[src/rtl/tfp_pkg.sv]
// Shared types and constants for the tuner front-panel controller.
`default_nettype none

package tfp_pkg;

  localparam int unsigned ChanW    = 14;
  localparam int unsigned StepW    = 7;
  localparam int unsigned VolW     = 6;
  localparam int unsigned GateW    = 10;
  localparam int unsigned TunerW   = 13;
  localparam int unsigned FreqW    = 18;
  localparam int unsigned FuncW    = 3;
  localparam int unsigned CfgIdxW  = 3;
  localparam int unsigned CfgDataW = 14;

  // Register indexes of the configuration port.
  localparam logic [CfgIdxW-1:0] CFG_CHAN_UPPER = 3'd0;
  localparam logic [CfgIdxW-1:0] CFG_CHAN_LOWER = 3'd1;
  localparam logic [CfgIdxW-1:0] CFG_VOL_UPPER  = 3'd2;
  localparam logic [CfgIdxW-1:0] CFG_VOL_LOWER  = 3'd3;
  localparam logic [CfgIdxW-1:0] CFG_GATE_TICKS = 3'd4;

  // Reset values.
  localparam logic [ChanW-1:0] CHAN_UPPER_RST = 14'd15600;
  localparam logic [ChanW-1:0] CHAN_LOWER_RST = 14'd40;
  localparam logic [VolW-1:0]  VOL_UPPER_RST  = 6'd62;
  localparam logic [VolW-1:0]  VOL_LOWER_RST  = 6'd20;
  localparam logic [GateW-1:0] GATE_TICKS_RST = 10'd50;
  localparam logic [ChanW-1:0] CHAN_RST       = 14'd10000;
  localparam logic [StepW-1:0] STEP_RST       = 7'd1;
  localparam logic [VolW-1:0]  VOL_RST        = 6'd24;

  localparam logic [StepW-1:0] STEP_1   = 7'd1;
  localparam logic [StepW-1:0] STEP_10  = 7'd10;
  localparam logic [StepW-1:0] STEP_100 = 7'd100;
  localparam logic [VolW:0]    VOL_STEP = 7'd2;

  // Frequency map.
  localparam logic [ChanW-1:0]  FM_BASE_CHAN  = 14'd8000;
  localparam logic [ChanW-1:0]  FM_CHAN_SHIFT = 14'd7600;  // base minus tuner offset
  localparam logic [ChanW-1:0]  FM_TUNER_CAP  = 14'd8000;
  localparam logic [FreqW-1:0]  FM_BASE_KHZ   = 18'd30000;

  typedef enum logic [FuncW-1:0] {
    EV_TICK        = 3'd0,
    EV_TUNE_EDGE   = 3'd1,
    EV_TUNE_REL    = 3'd2,
    EV_STEP_BUTTON = 3'd3,
    EV_VOL_EDGE    = 3'd4,
    EV_VOL_REL     = 3'd5
  } event_e;

  typedef struct packed {
    logic [ChanW-1:0] channel;
    logic [StepW-1:0] step_size;
    logic [VolW-1:0]  volume;
  } panel_state_t;

  typedef struct packed {
    logic [ChanW-1:0] chan_upper;
    logic [ChanW-1:0] chan_lower;
    logic [VolW-1:0]  vol_upper;
    logic [VolW-1:0]  vol_lower;
    logic [GateW-1:0] gate_ticks;
  } panel_cfg_t;

endpackage

`default_nettype wire

[src/rtl/tuner_front_panel_controller_unit.sv]
// Top level of the tuner front-panel controller.
// Every panel event transfer (tick, tune edge or release, step button, volume edge
// or release, or a spare code) yields exactly one result transfer carrying channel,
// step, volume, band, tuner channel and frequency in kHz. An event is taken every
// clock cycle unless the input is stalled; the clock that takes it loads the state
// registers, and the result register is loaded from them once it is free, after
// which the result itself can be transferred. Back-pressure on the result side
// stalls the input only once both stages hold an item. Configuration writes
// take effect on the next clock and should be made while no event is in flight.
`default_nettype none

module tuner_front_panel_controller_unit (
  input  wire logic                         clk_i,
  input  wire logic                         rst_ni,
  input  wire logic                         cfg_we_i,
  input  wire logic [tfp_pkg::CfgIdxW-1:0]  cfg_idx_i,
  input  wire logic [tfp_pkg::CfgDataW-1:0] cfg_data_i,
  input  wire logic                         in_valid_i,
  output logic                              in_ready_o,
  input  wire logic [tfp_pkg::FuncW-1:0]    func_i,
  input  wire logic                         direction_pin_i,
  output logic                              out_valid_o,
  input  wire logic                         out_ready_i,
  output logic [tfp_pkg::ChanW-1:0]         channel_o,
  output logic [tfp_pkg::StepW-1:0]         step_size_o,
  output logic [tfp_pkg::VolW-1:0]         volume_o,
  output logic                              fm_band_o,
  output logic [tfp_pkg::TunerW-1:0]        tuner_channel_o,
  output logic [tfp_pkg::FreqW-1:0]         disp_freq_o
);
  import tfp_pkg::*;

  panel_state_t state;
  panel_cfg_t   cfg;
  logic         state_valid;
  logic         state_ready;

  tfp_ctrl u_ctrl (
    .clk_i           (clk_i),
    .rst_ni          (rst_ni),
    .cfg_we_i        (cfg_we_i),
    .cfg_idx_i       (cfg_idx_i),
    .cfg_data_i      (cfg_data_i),
    .in_valid_i      (in_valid_i),
    .in_ready_o      (in_ready_o),
    .func_i          (func_i),
    .direction_pin_i (direction_pin_i),
    .state_valid_o   (state_valid),
    .state_ready_i   (state_ready),
    .state_o         (state),
    .cfg_o           (cfg)
  );

  tfp_freq_map u_freq_map (
    .clk_i           (clk_i),
    .rst_ni          (rst_ni),
    .state_valid_i   (state_valid),
    .state_ready_o   (state_ready),
    .state_i         (state),
    .chan_upper_i    (cfg.chan_upper),
    .out_valid_o     (out_valid_o),
    .out_ready_i     (out_ready_i),
    .channel_o       (channel_o),
    .step_size_o     (step_size_o),
    .volume_o        (volume_o),
    .fm_band_o       (fm_band_o),
    .tuner_channel_o (tuner_channel_o),
    .disp_freq_o     (disp_freq_o)
  );

endmodule

`default_nettype wire

[src/rtl/tfp_ctrl.sv]
// Panel event handling: configuration registers, gate counter and the tuning state.
`default_nettype none

module tfp_ctrl (
  input  wire logic                       clk_i,
  input  wire logic                       rst_ni,
  input  wire logic                       cfg_we_i,
  input  wire logic [tfp_pkg::CfgIdxW-1:0]  cfg_idx_i,
  input  wire logic [tfp_pkg::CfgDataW-1:0] cfg_data_i,
  input  wire logic                       in_valid_i,
  output logic                            in_ready_o,
  input  wire logic [tfp_pkg::FuncW-1:0]  func_i,
  input  wire logic                       direction_pin_i,
  output logic                            state_valid_o,
  input  wire logic                       state_ready_i,
  output tfp_pkg::panel_state_t           state_o,
  output tfp_pkg::panel_cfg_t             cfg_o
);
  import tfp_pkg::*;

  panel_cfg_t       cfg_q;
  logic [ChanW-1:0] chan_q, chan_d;
  logic [StepW-1:0] step_q, step_d;
  logic [VolW-1:0]  vol_q, vol_d;
  logic [GateW-1:0] gate_q, gate_d;
  logic             tune_held_q, tune_held_d;
  logic             vol_held_q, vol_held_d;
  logic             tune_ok_q, tune_ok_d;
  logic             step_ok_q, step_ok_d;
  logic             vol_ok_q, vol_ok_d;
  logic             valid_q, valid_d;
  logic             in_fire;

  logic [GateW:0]   gate_inc;
  logic [ChanW:0]   chan_sum, chan_dif;
  logic [ChanW-1:0] chan_up, chan_dn;
  logic [VolW:0]    vol_sum, vol_dif;
  logic [VolW-1:0]  vol_up, vol_dn;

  always_ff @(posedge clk_i or negedge rst_ni) begin
    if (!rst_ni) begin
      cfg_q.chan_upper <= CHAN_UPPER_RST;
      cfg_q.chan_lower <= CHAN_LOWER_RST;
      cfg_q.vol_upper  <= VOL_UPPER_RST;
      cfg_q.vol_lower  <= VOL_LOWER_RST;
      cfg_q.gate_ticks <= GATE_TICKS_RST;
    end else if (cfg_we_i) begin
      case (cfg_idx_i)
        CFG_CHAN_UPPER: cfg_q.chan_upper <= cfg_data_i;
        CFG_CHAN_LOWER: cfg_q.chan_lower <= cfg_data_i;
        CFG_VOL_UPPER:  cfg_q.vol_upper  <= cfg_data_i[VolW-1:0];
        CFG_VOL_LOWER:  cfg_q.vol_lower  <= cfg_data_i[VolW-1:0];
        CFG_GATE_TICKS: cfg_q.gate_ticks <= cfg_data_i[GateW-1:0];
        default: ;
      endcase
    end
  end

  assign in_ready_o = !valid_q || state_ready_i;
  assign in_fire    = in_valid_i && in_ready_o;

  // Saturating candidates; the difference is negative when its top bit is set.
  assign gate_inc = {1'b0, gate_q} + {{GateW{1'b0}}, 1'b1};
  assign chan_sum = {1'b0, chan_q} + {{(ChanW+1-StepW){1'b0}}, step_q};
  assign chan_dif = {1'b0, chan_q} - {{(ChanW+1-StepW){1'b0}}, step_q};
  assign chan_up  = (chan_sum >= {1'b0, cfg_q.chan_upper}) ? cfg_q.chan_upper
                                                           : chan_sum[ChanW-1:0];
  assign chan_dn  = (chan_dif[ChanW] || (chan_dif[ChanW-1:0] < cfg_q.chan_lower))
                    ? cfg_q.chan_lower : chan_dif[ChanW-1:0];
  assign vol_sum  = {1'b0, vol_q} + VOL_STEP;
  assign vol_dif  = {1'b0, vol_q} - VOL_STEP;
  assign vol_up   = (vol_sum >= {1'b0, cfg_q.vol_upper}) ? cfg_q.vol_upper
                                                         : vol_sum[VolW-1:0];
  assign vol_dn   = (vol_dif[VolW] || (vol_dif[VolW-1:0] < cfg_q.vol_lower))
                    ? cfg_q.vol_lower : vol_dif[VolW-1:0];

  always_comb begin
    chan_d      = chan_q;
    step_d      = step_q;
    vol_d       = vol_q;
    gate_d      = gate_q;
    tune_held_d = tune_held_q;
    vol_held_d  = vol_held_q;
    tune_ok_d   = tune_ok_q;
    step_ok_d   = step_ok_q;
    vol_ok_d    = vol_ok_q;
    valid_d     = valid_q;
    if (in_fire) begin
      valid_d = 1'b1;
      case (func_i)
        EV_TICK: begin
          if (gate_q == '0) begin
            tune_ok_d = 1'b1;
            step_ok_d = 1'b1;
            vol_ok_d  = 1'b1;
          end
          gate_d = (gate_inc >= {1'b0, cfg_q.gate_ticks}) ? '0 : gate_inc[GateW-1:0];
        end
        EV_TUNE_EDGE: begin
          if (!tune_held_q) begin
            tune_held_d = 1'b1;
            if (tune_ok_q) begin
              tune_ok_d = 1'b0;
              chan_d    = direction_pin_i ? chan_up : chan_dn;
            end
          end
        end
        EV_TUNE_REL: tune_held_d = 1'b0;
        EV_STEP_BUTTON: begin
          if (step_ok_q) begin
            step_ok_d = 1'b0;
            if (step_q == STEP_1) begin
              step_d = STEP_10;
            end else if (step_q == STEP_10) begin
              step_d = STEP_100;
            end else begin
              step_d = STEP_1;
            end
          end
        end
        EV_VOL_EDGE: begin
          if (!vol_held_q) begin
            vol_held_d = 1'b1;
            if (vol_ok_q) begin
              vol_ok_d = 1'b0;
              vol_d    = direction_pin_i ? vol_dn : vol_up;
            end
          end
        end
        EV_VOL_REL: vol_held_d = 1'b0;
        default: ;
      endcase
    end else if (state_ready_i) begin
      valid_d = 1'b0;
    end
  end

  always_ff @(posedge clk_i or negedge rst_ni) begin
    if (!rst_ni) begin
      chan_q      <= CHAN_RST;
      step_q      <= STEP_RST;
      vol_q       <= VOL_RST;
      gate_q      <= '0;
      tune_held_q <= 1'b0;
      vol_held_q  <= 1'b0;
      tune_ok_q   <= 1'b0;
      step_ok_q   <= 1'b0;
      vol_ok_q    <= 1'b0;
      valid_q     <= 1'b0;
    end else begin
      chan_q      <= chan_d;
      step_q      <= step_d;
      vol_q       <= vol_d;
      gate_q      <= gate_d;
      tune_held_q <= tune_held_d;
      vol_held_q  <= vol_held_d;
      tune_ok_q   <= tune_ok_d;
      step_ok_q   <= step_ok_d;
      vol_ok_q    <= vol_ok_d;
      valid_q     <= valid_d;
    end
  end

  // The state registers only move when a new event is taken, so while an
  // event waits for the next stage they still hold exactly its outcome.
  assign state_valid_o     = valid_q;
  assign state_o.channel   = chan_q;
  assign state_o.step_size = step_q;
  assign state_o.volume    = vol_q;
  assign cfg_o             = cfg_q;

endmodule

`default_nettype wire

[src/rtl/tfp_freq_map.sv]
// Result stage: band decision, tuner channel and displayed frequency.
`default_nettype none

module tfp_freq_map (
  input  wire logic                     clk_i,
  input  wire logic                     rst_ni,
  input  wire logic                     state_valid_i,
  output logic                          state_ready_o,
  input  wire tfp_pkg::panel_state_t    state_i,
  input  wire logic [tfp_pkg::ChanW-1:0] chan_upper_i,
  output logic                          out_valid_o,
  input  wire logic                     out_ready_i,
  output logic [tfp_pkg::ChanW-1:0]     channel_o,
  output logic [tfp_pkg::StepW-1:0]     step_size_o,
  output logic [tfp_pkg::VolW-1:0]      volume_o,
  output logic                          fm_band_o,
  output logic [tfp_pkg::TunerW-1:0]    tuner_channel_o,
  output logic [tfp_pkg::FreqW-1:0]     disp_freq_o
);
  import tfp_pkg::*;

  logic              valid_q;
  panel_state_t      res_q;
  logic              fm_d, fm_q;
  logic [ChanW-1:0]  fm_off;
  logic [ChanW-1:0]  tch_wide;
  logic [TunerW-1:0] tch_d, tch_q;
  logic [FreqW-1:0]  chan_ext, tch_ext, freq_d, freq_q;
  logic              take;

  assign state_ready_o = !valid_q || out_ready_i;
  assign take          = state_valid_i && state_ready_o;

  assign fm_d   = (state_i.channel >= FM_BASE_CHAN);
  assign fm_off = state_i.channel - FM_CHAN_SHIFT;

  always_comb begin
    if (!fm_d) begin
      tch_wide = state_i.channel;
    end else if (state_i.channel >= chan_upper_i) begin
      tch_wide = FM_TUNER_CAP;
    end else if (fm_off > FM_TUNER_CAP) begin
      tch_wide = FM_TUNER_CAP;
    end else begin
      tch_wide = fm_off;
    end
  end

  assign tch_d    = tch_wide[TunerW-1:0];
  assign chan_ext = {{(FreqW-ChanW){1'b0}}, state_i.channel};
  assign tch_ext  = {{(FreqW-TunerW){1'b0}}, tch_d};
  // x5 and x25 as shift-and-add.
  assign freq_d   = fm_d ? (FM_BASE_KHZ + (tch_ext << 4) + (tch_ext << 3) + tch_ext)
                         : ((chan_ext << 2) + chan_ext);

  always_ff @(posedge clk_i or negedge rst_ni) begin
    if (!rst_ni) begin
      valid_q <= 1'b0;
    end else if (state_ready_o) begin
      valid_q <= state_valid_i;
    end
  end

  always_ff @(posedge clk_i) begin
    if (take) begin
      res_q  <= state_i;
      fm_q   <= fm_d;
      tch_q  <= tch_d;
      freq_q <= freq_d;
    end
  end

  assign out_valid_o     = valid_q;
  assign channel_o       = res_q.channel;
  assign step_size_o     = res_q.step_size;
  assign volume_o        = res_q.volume;
  assign fm_band_o       = fm_q;
  assign tuner_channel_o = tch_q;
  assign disp_freq_o     = freq_q;

endmodule

`default_nettype wire

[config.mk]
export PLATFORM = sky130hd
export DESIGN_NAME = tuner_front_panel_controller_unit
export DESIGN_NICKNAME = d
export VERILOG_FILES = /design/src/rtl/tfp_pkg.sv /design/src/rtl/tuner_front_panel_controller_unit.sv /design/src/rtl/tfp_ctrl.sv /design/src/rtl/tfp_freq_map.sv
export SDC_FILE = /design/constraint.sdc
export NUM_CORES = 1
export LEC_CHECK = 0
export ABC_AREA = 1
export BUFFER_PORTS_ARGS = -buffer_cell sky130_fd_sc_hd__buf_4
export CAP_MARGIN = 5
export CORE_MARGIN = 2
export CORE_UTILIZATION = 45
export DETAILED_ROUTE_END_ITERATION = 12
export PLACE_DENSITY_LB_ADDON = 0.25
export SETUP_SLACK_MARGIN = 0.4
export SYNTH_ARGS = -nofsm -noshare
export SYNTH_HDL_FRONTEND = slang
export SYNTH_HIERARCHICAL = 1
export SYNTH_SLANG_ARGS = --single-unit
[constraint.sdc]
create_clock -name clk_i -period 5.4 [get_ports clk_i]
set_input_delay 0.54 -clock clk_i [delete_from_list [all_inputs] [get_ports clk_i]]
set_output_delay 0.54 -clock clk_i [all_outputs]
set_load 0.01 [all_outputs]
## Word-level counts from Yosys, hierarchy flattened

Index checks and enable logic that the tools add are counted.

- Bits in registers: 153
- Input port bits: 26
- Output and inout bits: 61
- Logic and storage cells: 110

- Add/subtract/negate cells: 10
- Magnitude comparators: 8
- Equality and inequality tests: 14
- Mux-type cells: 23
- Bitwise gates (word level): 2
- Reduce and logical (&&, ||, !) cells: 31

Operators by type and width:

| kind | number |
|---|---|
| 14-bit two-way mux | 3 |
| 13-bit two-way mux | 3 |
| 15-bit by 17-bit adder with 18-bit output, first input constant | 1 |
| 18-bit by 13-bit adder with 18-bit output | 1 |
| 18-bit by 16-bit adder with 18-bit output | 1 |
| 18-bit two-way mux | 1 |
| 6-bit two-way mux | 3 |
| 16-bit by 14-bit adder with 17-bit output | 1 |
| 2-bit AND reduction | 8 |
| 4-bit AND reduction | 4 |
| 14-bit by 7-bit adder with 15-bit output | 1 |
| 15-bit by 14-bit greater-or-equal comparator with 1-bit output | 1 |
| 14-bit by 7-bit subtractor with 15-bit output | 1 |
| 14-bit by 13-bit greater-or-equal comparator with 1-bit output, second input constant | 1 |
| 14-bit greater-or-equal comparator | 1 |
| 14-bit by 13-bit greater-than comparator with 1-bit output, second input constant | 1 |
| 14-bit < comparator | 1 |
| 7-bit two-way mux | 2 |
| 14-bit by 13-bit subtractor with 14-bit output, second input constant | 1 |
| 3-bit by 2-bit equality test with 1-bit output, second input constant | 4 |
| 2-bit nonzero test | 6 |
| 10-bit by 1-bit adder with 11-bit output, second input constant | 1 |
| 11-bit by 10-bit greater-or-equal comparator with 1-bit output | 1 |
| 10-bit zero test | 1 |
| other kinds (19) | 39 |

## Longest topological paths before layout

Gate-level depths: netlist of run 1.

- Depth after elaboration: 9
- Gate-level depth with buffers: 32

## By module

The synthesis of run 1 kept the hierarchy.

By module, submodules not included:

| module | times used | cells each | area an instance (µm²) |
|---|---|---|---|
| tfp_ctrl | 1 | 997 | 6949.2 |
| tfp_freq_map | 1 | 502 | 4386.7 |

## Worst setup path after synthesis of run 1

Ideal clock, no wire load.

- Path kind: register -> register
- Start: register u_ctrl.cfg_q (netlist bit u_ctrl/cfg_o[41])
- End: register u_freq_map.freq_q[15], in the netlist u_freq_map/disp_freq_o[15] (data pin)
- Setup time: 260 ps
- Arrival time: 3983 ps
- Data required time: 5140 ps
- Slack: 1157 ps
- Cell stages (with the launch flop): 27
- Buffers on the path: 0
- Period minus slack after synthesis: 4243 ps
- Cell sequence: dfstp_2 inv_1 ha_1 a21o_1 nor2_1 nand2_1 nand2_1 nand2_1 nand2_1 nand2_1 nand2_1 nand2_4 o22ai_1 inv_1 fa_1 fa_1 inv_1 ha_1 inv_1 o21bai_1 a31oi_1 o21ai_0 inv_1 o21bai_1 nand2_1 nand2_1 o21ai_1

- Cells in the longest elaborated chain, start to end: 7

RTL lines:

| element | RTL line | RTL |
|---|---|---|
| start: declaration | tfp_ctrl.sv:21 | `panel_cfg_t cfg_q;` |
| 14-bit greater-or-equal comparator * | tfp_freq_map.sv:40 | `end else if (state_i.channel >= chan_upper_i) begin` |
| 13-bit two-way mux * | tfp_freq_map.sv:40 |  |
| 13-bit two-way mux * | tfp_freq_map.sv:38 | `if (!fm_d) begin` |
| net u_freq_map.tch_wide[5] | tfp_freq_map.sv:26 | `logic [ChanW-1:0] tch_wide;` |
| 15-bit by 17-bit adder with 18-bit output | tfp_freq_map.sv:53 | `assign freq_d = fm_d ? (FM_BASE_KHZ + (tch_ext << 4) + (tch_ext << 3) + tch_ext)` |
| 18-bit by 16-bit adder with 18-bit output | tfp_freq_map.sv:53 |  |
| 18-bit by 13-bit adder with 18-bit output * | tfp_freq_map.sv:53 |  |
| 18-bit two-way mux * | tfp_freq_map.sv:53 |  |
| net u_freq_map.freq_d[15] | tfp_freq_map.sv:28 | `logic [FreqW-1:0] chan_ext, tch_ext, freq_d, freq_q;` |
| end signal: assignment | tfp_freq_map.sv:69 | `freq_q <= freq_d;` |
| end: declaration | tfp_freq_map.sv:28 |  |

Mark *: on every way through the listed nets, which the timed path passes. The rest lies on a longest branch.
A chain may end at the register's enable or synchronous reset.

## Worst setup path in the final report of run 1

- Start: register u_ctrl.chan_q[4]
- End: register u_freq_map.freq_q[15], in the netlist u_freq_map/disp_freq_o[15] (data pin)

- Cells in the longest elaborated chain, start to end: 9

RTL lines:

| element | RTL line | RTL |
|---|---|---|
| start: declaration | tfp_ctrl.sv:22 | `logic [ChanW-1:0] chan_q, chan_d;` |
| start signal: assignment | tfp_ctrl.sv:151 | `chan_q <= chan_d;` |
| 14-bit by 13-bit subtractor with 14-bit output | tfp_freq_map.sv:35 | `assign fm_off = state_i.channel - FM_CHAN_SHIFT;` |
| 14-bit by 13-bit greater-than comparator with 1-bit output | tfp_freq_map.sv:42 | `end else if (fm_off > FM_TUNER_CAP) begin` |
| 13-bit two-way mux | tfp_freq_map.sv:42 |  |
| 13-bit two-way mux | tfp_freq_map.sv:40 |  |
| 13-bit two-way mux | tfp_freq_map.sv:38 |  |
| 15-bit by 17-bit adder with 18-bit output | tfp_freq_map.sv:53 |  |
| 18-bit by 16-bit adder with 18-bit output | tfp_freq_map.sv:53 |  |
| 18-bit by 13-bit adder with 18-bit output | tfp_freq_map.sv:53 |  |
| 18-bit two-way mux * | tfp_freq_map.sv:53 |  |
| net u_freq_map.freq_d[15] | tfp_freq_map.sv:28 |  |

Marked as above.

==> results of run 1 <==
-- kinds of logic after synthesis --
kind of cell	after synthesis	share of synthesized area (%)
simple gates	662	25.1
buf+inv	301	10.9
compound gates	222	10.7
flops	147	35.3
fa+ha+maj	135	15.7
xor+xnor	31	2.40
other cells	1	0.0331
-- area by class of cell --
cell class | count | area, um^2 | area share (%)
inverter | 261 | 980 | 7.62
multi-input combinational | 1051 | 6130 | 47.7
clock buffer | 18 | 429 | 3.34
sequential | 147 | 4000 | 31.1
timing repair buffer | 99 | 743 | 5.78
tap | 330 | 413 | 3.21
clock inverter | 14 | 160 | 1.25
-- cells in the final DEF (no fill, tap or decap), types with 28 or more instances in the layout --
master / synthesis / routed
a21oi_1: 76 / 75
buf_4: 12 / 99
dfrtp_1: 62 / 61
dfstp_2: 28 / 28
edfxtp_1: 57 / 57
ha_1: 123 / 123
inv_1: 248 / 248
nand2_1: 413 / 413
nand3_1: 86 / 86
nor2_1: 83 / 83
o21ai_0: 100 / 98
-- sequential cells by signal, summed over array words and instances, names as in the netlist --
signal / cells
u_ctrl/state_valid_o: 1
u_ctrl/vol_q: 6
u_freq_map/disp_freq_o: 18
u_ctrl/gate_q: 10
u_ctrl/vol_held_q: 1
u_ctrl/tune_held_q: 1
u_ctrl/vol_ok_q: 1
u_ctrl/chan_q: 14
u_freq_map/volume_o: 6
u_ctrl/step_ok_q: 1
u_freq_map/out_valid_o: 1
u_freq_map/tuner_channel_o: 11
u_freq_map/channel_o: 14
u_ctrl/cfg_o: 50
u_ctrl/step_q: 3
u_ctrl/tune_ok_q: 1
u_freq_map/fm_band_o: 1
u_freq_map/step_size_o: 7
-- worst register-to-register path, stage by stage, from the launching register on --
cell and delay, ns:
dfstp_2 0.67, ha_1 0.27, nand2_1 0.09, a21oi_1 0.05, nor2_1 0.08, nand2_1 0.06, nand2_1 0.05, nand2_1 0.04
nand2_1 0.05, nand2_1 0.05, nand2_1 0.18, nand2_4 0.12, nand2_4 0.12, nand2_1 0.12, ha_1 0.31, inv_1 0.08
fa_1 0.42, ha_1 0.24, fa_1 0.41, nand3_1 0.10, nand3_1 0.15, a31oi_1 0.27, o21ai_1 0.13, inv_1 0.08
o21bai_1 0.07, nor2_1 0.09, o21ai_1 0.07
-- worst paths after layout --
path / startpoint / endpoint / slack (ns) / cells past startpoint
max: u_ctrl/chan_q[4] / u_freq_map/disp_freq_o[15] / 0.79 / 26
min reg2reg: u_ctrl/vol_q[0] / u_freq_map/volume_o[0] / 0.46 / 0
min in group clk_i: cfg_data_i[12] / u_ctrl/cfg_o[48] / 0.37 / 3
max in group asynchronous: rst_ni / u_ctrl/chan_q[11] / 4.17 / 2
min: rst_ni / u_freq_map/out_valid_o / 0.05 / 1
max reg2reg: u_ctrl/chan_q[4] / u_freq_map/disp_freq_o[15] / 0.79 / 26
-- through the flow --
step | hold slack, ns | instances
floorplan | 0.244 | 1499
global placement | 0.430 | 1888
detailed placement | 0.463 | 1888
CTS | 0.0614 | 1920
global route | 0.0901 | 1920
finish | 0.0515 | 1920
-- metal layers --
| layer | vias to the layer above | wire (um) |
|---|---|---|
| met2 | 234 | 13300 |
| met4 | 0 | 556 |
| met5 | - | 0 |
| met1 | 4521 | 13100 |
| li1 | 4998 | - |
| met3 | 34 | 1150 |
-- what timing repair did --
action                                  4_1_cts  5_1_grt
endpoints found under the setup margin        0        4
gates resized for setup                       0        5
endpoints found under the hold margin         0        0
==> flow_summary_export.csv, run 1 <==
group,metric,value,unit
status,status,"completed",
logic_synthesis,syn_nets,1660,
clock_network,cts.clk_slew.worst_paths,0.07,ns
timing,period_minus_slack,4.61,ns
clock_network,tritoncts,"yes",
logic_synthesis,synthTopCellsByCount,"nand2_1, inv_1, ha_1, o21ai_0, nand3_1",
clock_network,ctsHoldBuffers,0,
timing,fmax,217,MHz
drt,post_drt_wl_per_cell,14.6,um
clock_network,cts.htree.levels,4,
global_routing,grt.overflow.total,0,
placed_design,portBuffers,86,
logic_synthesis,synth_cell_types,47,
placed_design,place_area,0.0123,mm^2
clock_network,root_buffer,"clkbuf_16",
floorplan,die_x,163,um
logic_synthesis,syn_inst,1499,
floorplan,dieArea,0.0265,mm^2
worst_setup_path,crit_fanout,11,
finish,diodes,0,
run,drv_cap,0,
clock_network,cts_buffer_depth,2,
worst_setup_path,path_delay_family,"adder cells",
timing,skew,0.0182,ns
logic_synthesis,synth-edff-count,57,
finish,area_growth,13.4,%
worst_setup_path,criticalPathCategory,"reg -> reg",
drt,vias,9787,
drt,drc,0,
floorplan,ios,87,
logic_synthesis,synth.area.top_cells,"edfxtp_1, dfrtp_1, nand2_1",
floorplan,core-area,0.0250,mm^2
drt,vias_per_cell,5.10,
global_routing,grt_pass1_vias,9454,
timing,drv_slew,0,
floorplan,start_util,45.4,%
worst_setup_path,crit_buf_inv,2,
finish,fillers,2479,
global_routing,grt_use_met3,3.18,%
timing,grt_setup_unrepaired,"no",
timing,slew_headroom,35.6,%
placed_design,dp_slack,0.612,ns
global_routing,groute.usage.overall,21.9,%
logic_synthesis,ys_warn_count,6,
timing,setup_slack,0.793,ns
hold_path,hp-class,"in -> async",
logic_synthesis,yosysMostFrequentCell,"nand2_1",
global_routing,busiest_layer,"met2",
worst_setup_path,slowest_delay,0.67,ns
timing,hold_viol,0,
drt,finalWirelength,28100,um
drt,ant_nets,0,
timing,fin_crit_sh,85.3,%
finish,final_core_util,51.5,%
worst_setup_path,cp-end-kind,"register",
finish,drive_gt1_share,13.1,%
worst_setup_path,crit_arrival,4.78,ns
worst_setup_path,crit_required,5.57,ns
global_routing,grt_pass1_wl,46400,um
worst_setup_path,path_common_cell,"nand2_1",
worst_setup_path,cpMaxStageDelayCell,"dfstp_2",
logic_synthesis,synth-main-ff-cell,"dfrtp_1",
placed_design,place.gp.congestion,0.920,
logic_synthesis,ys_seq_area_share,35.3,%
global_routing,antenna_found_initial,0,
clock_network,cts_setup_buffers,0,
logic_synthesis,syn_area_per_cell,7.56,um^2
finish,design_area,0.0129,mm^2
placed_design,dp_hpwl,21500,um
logic_synthesis,synth_area,0.0113,mm^2
floorplan,die_y,163,um
clock_network,clk_latency,0.44,ns
floorplan,row_count,58,
logic_synthesis,synth-seq-cells,147,
timing,tns,0,ns
drt,drtIter0Drc,620,
global_routing,met2_usage,37.7,%
timing,finalSetupViolCount,0,
drt,dr.pass1.iters,5,
logic_synthesis,synth_top_area_share,15.1,%
global_routing,gr-usage-met1,28.5,%
finish,finalNetCount,1738,
clock_network,clock-sinks,147,
clock_network,cts_buffers,17,
global_routing,grt_max_degree,58,
logic_synthesis,async_reset_ff_share,61.2,%
timing,max_slew.worst_pin.slew,0.963,ns
logic_synthesis,synth_top_area_cell,"edfxtp_1",
worst_setup_path,crit_path_start_kind,"register",
Power of run 1 is left out: the tool's default activity adds up to more than one toggle a clock period on the data nets, which glitch-free logic cannot reach.
==> inputs of run 2 (changes only) <==
--- a/config.mk
+++ b/config.mk
@@ -11,6 +11,7 @@
 export CORE_MARGIN = 2
 export CORE_UTILIZATION = 45
 export DETAILED_ROUTE_END_ITERATION = 12
+export MAX_ROUTING_LAYER = met4
 export PLACE_DENSITY_LB_ADDON = 0.25
 export SETUP_SLACK_MARGIN = 0.4
 export SYNTH_ARGS = -nofsm -noshare
==> run 2 against run 1 <==
Effect of this change:
- fmax about the same
- hold slack worse by 0.0021 ns
- flip-flop and latch count unchanged
- largest cell class unchanged
==> flow_summary_export.csv, run 2 (synthesis gave the netlist of run 1 again) <==
group,metric,value,unit
placed_design,place.gp.congestion,0.925,
clock_network,root_buffer,"clkbuf_16",
worst_setup_path,crit_required,5.57,ns
floorplan,ios,87,
finish,mostFrequentLayoutCells,"nand2_1, inv_1, ha_1",
global_routing,antenna_found_initial,0,
clock_network,cts.clk_slew.worst_paths,0.07,ns
finish,finalNetCount,1738,
drt,dr.pass1.iters,5,
finish,fillers,2423,
worst_setup_path,crit_fanout,11,
timing,period_minus_slack,4.61,ns
finish,layout_commonest_cell,"nand2_1",
worst_setup_path,crit_arrival,4.78,ns
status,status,"completed",
drt,vias,9845,
clock_network,clock-sinks,147,
clock_network,cts.htree.levels,4,
clock_network,ctsHoldBuffers,0,
timing,tns,0,ns
floorplan,dieArea,0.0265,mm^2
clock_network,cts_buffers,17,
finish,area_growth,13.4,%
drt,vias_per_cell,5.13,
global_routing,grt_pass1_wl,47300,um
worst_setup_path,crit_path_start_kind,"register",
hold_path,hp-class,"in -> async",
worst_setup_path,timing.rr.start,"u_ctrl/chan_q[4]",
placed_design,dp_slack,0.607,ns
global_routing,grt_max_degree,57,
timing,max_slew.worst_pin.slew,1.01,ns
finish,design_area,0.0129,mm^2
clock_network,cts_buffer_depth,2,
floorplan,start_util,45.4,%
drt,drtIter0Drc,632,
clock_network,clk_latency,0.44,ns
timing,setup_slack,0.791,ns
timing,skew,0.0133,ns
worst_setup_path,r2r_slack,0.79,ns
finish,drive_gt1_share,13.1,%
global_routing,grt_pass1_vias,9426,
placed_design,place_area,0.0123,mm^2
placed_design,dp_hpwl,21700,um
floorplan,row_count,58,
worst_setup_path,cp-end-kind,"register",
global_routing,groute.usage.overall,23.1,%
worst_setup_path,criticalPathCategory,"reg -> reg",
finish,largest_reg_flops,50,
finish,seqCellArea,0.00400,mm^2
timing,grt_setup_unrepaired,"yes",
drt,ant_nets,0,
global_routing,grt.overflow.total,0,
floorplan,core-area,0.0250,mm^2
timing,fin_crit_sh,85.3,%
timing,fmax,217,MHz
placed_design,portBuffers,86,
worst_setup_path,crit_start,"u_ctrl/chan_q[4]",
run,drv_cap,0,
drt,post_drt_wl_per_cell,14.9,um
drt,drc,0,
drt,finalWirelength,28500,um
timing,drv_slew,0,
worst_setup_path,reg2reg_depth,26,
finish,diodes,0,
timing,slew_headroom,32.2,%
clock_network,tritoncts,"yes",
worst_setup_path,endpoint,"u_freq_map/disp_freq_o[15]",
timing,hold_viol,0,
floorplan,die_x,163,um
timing,finalSetupViolCount,0,
floorplan,die_y,163,um
finish,multiInputGateArea,0.00613,mm^2
worst_setup_path,r2r_end,"u_freq_map/disp_freq_o[15]",
==> run 2: routing by layer <==
| layer | routed length [um] | vias to the layer above | GRT usage [%] |
|---|---|---|---|
| met4 | 590 | 0 | 7.36 |
| met1 | 13400 | 4592 | 30.3 |
| met5 | 0 | - | - |
| li1 | - | 4991 | - |
| met2 | 13400 | 215 | 37.3 |
| met3 | 1190 | 47 | 2.95 |
==> run 2: layout make-up <==
cell class,instances,area share (%)
tap,330,3.21
clock buffer,18,3.34
timing repair buffer,99,5.78
multi-input combinational,1051,47.7
clock inverter,14,1.25
sequential,147,31.1
inverter,261,7.62
==> run 2: how the worst min path moves through the flow <==
stage | startpoint | endpoint | slack (ns) | depth (start not counted)
after global routing | rst_ni | u_freq_map/out_valid_o | 0.07 | 1
after global placement | u_ctrl/vol_q[0] | u_freq_map/volume_o[0] | 0.43 | 0
after CTS | rst_ni | u_freq_map/out_valid_o | 0.05 | 1
final | rst_ni | u_freq_map/out_valid_o | 0.05 | 1
after floorplan | rst_ni | u_ctrl/cfg_o[0] | 0.24 | 0
after detailed placement | u_ctrl/vol_q[0] | u_freq_map/volume_o[0] | 0.45 | 0
==> run 2: what timing repair did <==
action,CTS,global route
buffers inserted,0,0
resized for setup,0,6
endpoints found under the setup margin,0,5
==> run 2: through the flow <==
| stage | instances | hold WS (ns) | util (%) |
|---|---|---|---|
| finish | 1920 | 0.0493 | 51.5 |
| global placement | 1888 | 0.430 | 49.1 |
| global route | 1920 | 0.0667 | 51.5 |
| detailed placement | 1888 | 0.447 | 49.1 |
| floorplan | 1499 | 0.244 | - |
| CTS | 1920 | 0.0459 | 51.4 |
==> run 2: critical path, cell delays in order (launching register included) <==
cell and delay (ns):
dfstp_2 0.67, ha_1 0.27, nand2_1 0.08, a21oi_1 0.04, nor2_1 0.10, nand2_1 0.08, nand2_1 0.06, nand2_1 0.04
nand2_1 0.05, nand2_1 0.04, nand2_1 0.18, nand2_4 0.12, o22ai_2 0.22, inv_1 0.12, fa_1 0.40, fa_1 0.50
inv_1 0.04, ha_1 0.36, inv_1 0.08, o21bai_1 0.16, a31oi_1 0.09, o21ai_1 0.21, inv_1 0.06, o21bai_1 0.16
nand2_1 0.07, nand2_1 0.06, o21ai_1 0.05
Power of run 2 is left out for the same reason.
==> inputs of run 3 (changes only) <==
--- a/config.mk
+++ b/config.mk
@@ -9,7 +9,8 @@
 export BUFFER_PORTS_ARGS = -buffer_cell sky130_fd_sc_hd__buf_4
 export CAP_MARGIN = 5
 export CORE_MARGIN = 2
-export CORE_UTILIZATION = 45
+export CORE_UTILIZATION = 48
+export CTS_CLUSTER_SIZE = 40
 export DETAILED_ROUTE_END_ITERATION = 12
 export MAX_ROUTING_LAYER = met4
 export PLACE_DENSITY_LB_ADDON = 0.25
==> run 3 against run 2 <==
Effect of this change:
- count of clock-buffer cells in the layout is 1 lower
- die area is 6.1% lower
- via count is 1.5% higher
- critical path depth unchanged
- flip-flop and latch count did not move
- sequential share of layout area rose by 0.074 points
- register-to-register slack lost 0.05 ns
- critical path type unchanged
- largest cell class unchanged
==> flow_summary_export.csv, run 3 (synthesis gave the netlist of run 1 again) <==
group,metric,value,unit
timing,hold_viol,0,
drt,wl_met1,12800,um
worst_setup_path,criticalPathCategory,"reg -> reg",
run,drv_cap,0,
worst_setup_path,timing.rr.start,"u_ctrl/chan_q[4]",
global_routing,antenna_found_initial,0,
clock_network,cts_buffer_depth,2,
global_routing,grt.overflow.total,0,
timing,tns,0,ns
drt,dr.pass1.iters,5,
floorplan,core-area,0.0233,mm^2
hold_path,hp-class,"in -> async",
floorplan,row_count,56,
finish,fin_cells,1910,
clock_network,clk_latency,0.44,ns
worst_setup_path,r2r_end,"u_freq_map/disp_freq_o[15]",
timing,finalSetupViolCount,0,
finish,fillers,2214,
global_routing,grt_pass1_wl,46300,um
drt,routed.top_layer,"met4",
timing,skew,0.0169,ns
placed_design,place.gp.congestion,0.941,
status,status,"completed",
floorplan,die_x,158,um
worst_setup_path,r2r_slack,0.74,ns
floorplan,ios,87,
drt,finalWirelength,28300,um
timing,max_slew.worst_pin.slew,0.970,ns
clock_network,cts_setup_buffers,0,
finish,finalNetCount,1739,
placed_design,dp.cells,1878,
global_routing,grt_max_degree,59,
placed_design,portBuffers,86,
timing,period_minus_slack,4.66,ns
placed_design,place_area,0.0122,mm^2
drt,vias,9994,
clock_network,root_buffer,"clkbuf_16",
drt,met3WireLength,1350,um
timing,fin_crit_sh,86.2,%
clock_network,cts.htree.levels,4,
clock_network,cts.clk_slew.worst_paths,0.07,ns
finish,drive_gt1_share,13.0,%
global_routing,grt_pass1_vias,9441,
drt,post_drt_wl_per_cell,14.8,um
worst_setup_path,crit_arrival,4.83,ns
worst_setup_path,cp-end-kind,"register",
drt,drtIter0Drc,580,
finish,layout_commonest_cell,"nand2_1",
floorplan,dieArea,0.0249,mm^2
finish,design_area,0.0128,mm^2
clock_network,cts_buffers,17,
timing,setup_slack,0.744,ns
timing,fmax,215,MHz
floorplan,start_util,48.6,%
placed_design,dp_hpwl,21300,um
finish,largest_reg_flops,50,
timing,grt_setup_unrepaired,"no",
placed_design,dp_slack,0.544,ns
drt,drc,0,
drt,wl_met2,13500,um
drt,ant_nets,0,
worst_setup_path,reg2reg_depth,26,
worst_setup_path,crit_path_start_kind,"register",
worst_setup_path,crit_fanout,18,
floorplan,die_y,158,um
global_routing,groute.usage.overall,24.2,%
clock_network,clock-sinks,147,
timing,slew_headroom,35.2,%
worst_setup_path,crit_required,5.57,ns
finish,area_growth,13.2,%
timing,drv_slew,0,
drt,vias_per_cell,5.23,
finish,mostFrequentLayoutCells,"nand2_1, inv_1, ha_1",
finish,diodes,0,
clock_network,tritoncts,"yes",
==> run 3: changes by cell type in the layout (fill, tap and decap cells not counted), sizes merged <==
cell    delta
inv        +2
buf        +1
clkbuf     -1
clkinv     -1
==> run 3: worst max-delay path by stage <==
stage / from / endpoint / slack [ns] / depth (start not counted)
floorplan: u_ctrl/cfg_o[41] / u_freq_map/disp_freq_o[15] / 1.16 / 26
global route: u_ctrl/chan_q[4] / u_freq_map/disp_freq_o[15] / 0.41 / 26
finish: u_ctrl/chan_q[4] / u_freq_map/disp_freq_o[15] / 0.74 / 26
CTS: u_ctrl/chan_q[4] / u_freq_map/disp_freq_o[15] / 0.53 / 26
global placement: u_ctrl/chan_q[4] / u_freq_map/disp_freq_o[15] / 0.66 / 26
detailed placement: u_ctrl/chan_q[4] / u_freq_map/disp_freq_o[15] / 0.54 / 26
==> run 3: layout make-up <==
| type | instances | area [um^2] | area share [%] |
|---|---|---|---|
| Clock buffer | 17 | 425 | 3.31 |
| Clock inverter | 15 | 148 | 1.15 |
| Inverter | 261 | 980 | 7.63 |
| Multi-Input combinational cell | 1051 | 6130 | 47.8 |
| Sequential cell | 147 | 4000 | 31.2 |
| Tap cell | 319 | 399 | 3.11 |
| Timing Repair Buffer | 100 | 751 | 5.85 |
==> run 3: through the flow <==
stage	util, %	hold slack (ns)
floorplan	-	0.244
global placement	52.5	0.434
detailed placement	52.5	0.444
CTS	54.9	0.202
global route	55.0	0.237
finish	55.0	0.163
==> run 3: worst max-delay path, stage by stage, from the launching register on <==
cell,delay [ns]
dfstp_4,0.75
ha_1,0.27
nand2_1,0.09
a21oi_1,0.05
nor2_1,0.10
nand2_1,0.07
nand2_1,0.05
nand2_1,0.05
nand2_1,0.05
nand2_1,0.04
nand2_1,0.15
nand2_4,0.11
nand2_4,0.11
nand2_1,0.11
ha_1,0.31
inv_1,0.07
fa_1,0.42
ha_1,0.24
fa_1,0.42
nand3_1,0.10
nand3_1,0.14
a31oi_1,0.26
o21ai_1,0.14
inv_1,0.07
o21bai_1,0.07
nor2_1,0.09
o21ai_1,0.07
==> run 3: layer usage <==
layer | global-route usage [%] | vias to the layer above
met5 | - | -
met4 | 6.93 | 0
met3 | 3.37 | 45
met2 | 40.6 | 292
met1 | 30.6 | 4649
li1 | - | 5008
==> run 3: what timing repair did <==
| item | in CTS | in global routing |
|---|---|---|
| setup endpoints to repair | 0 | 4 |
| hold buffers | 0 | 0 |
| resized for setup | 0 | 5 |
Power of run 3 is left out for the same reason.
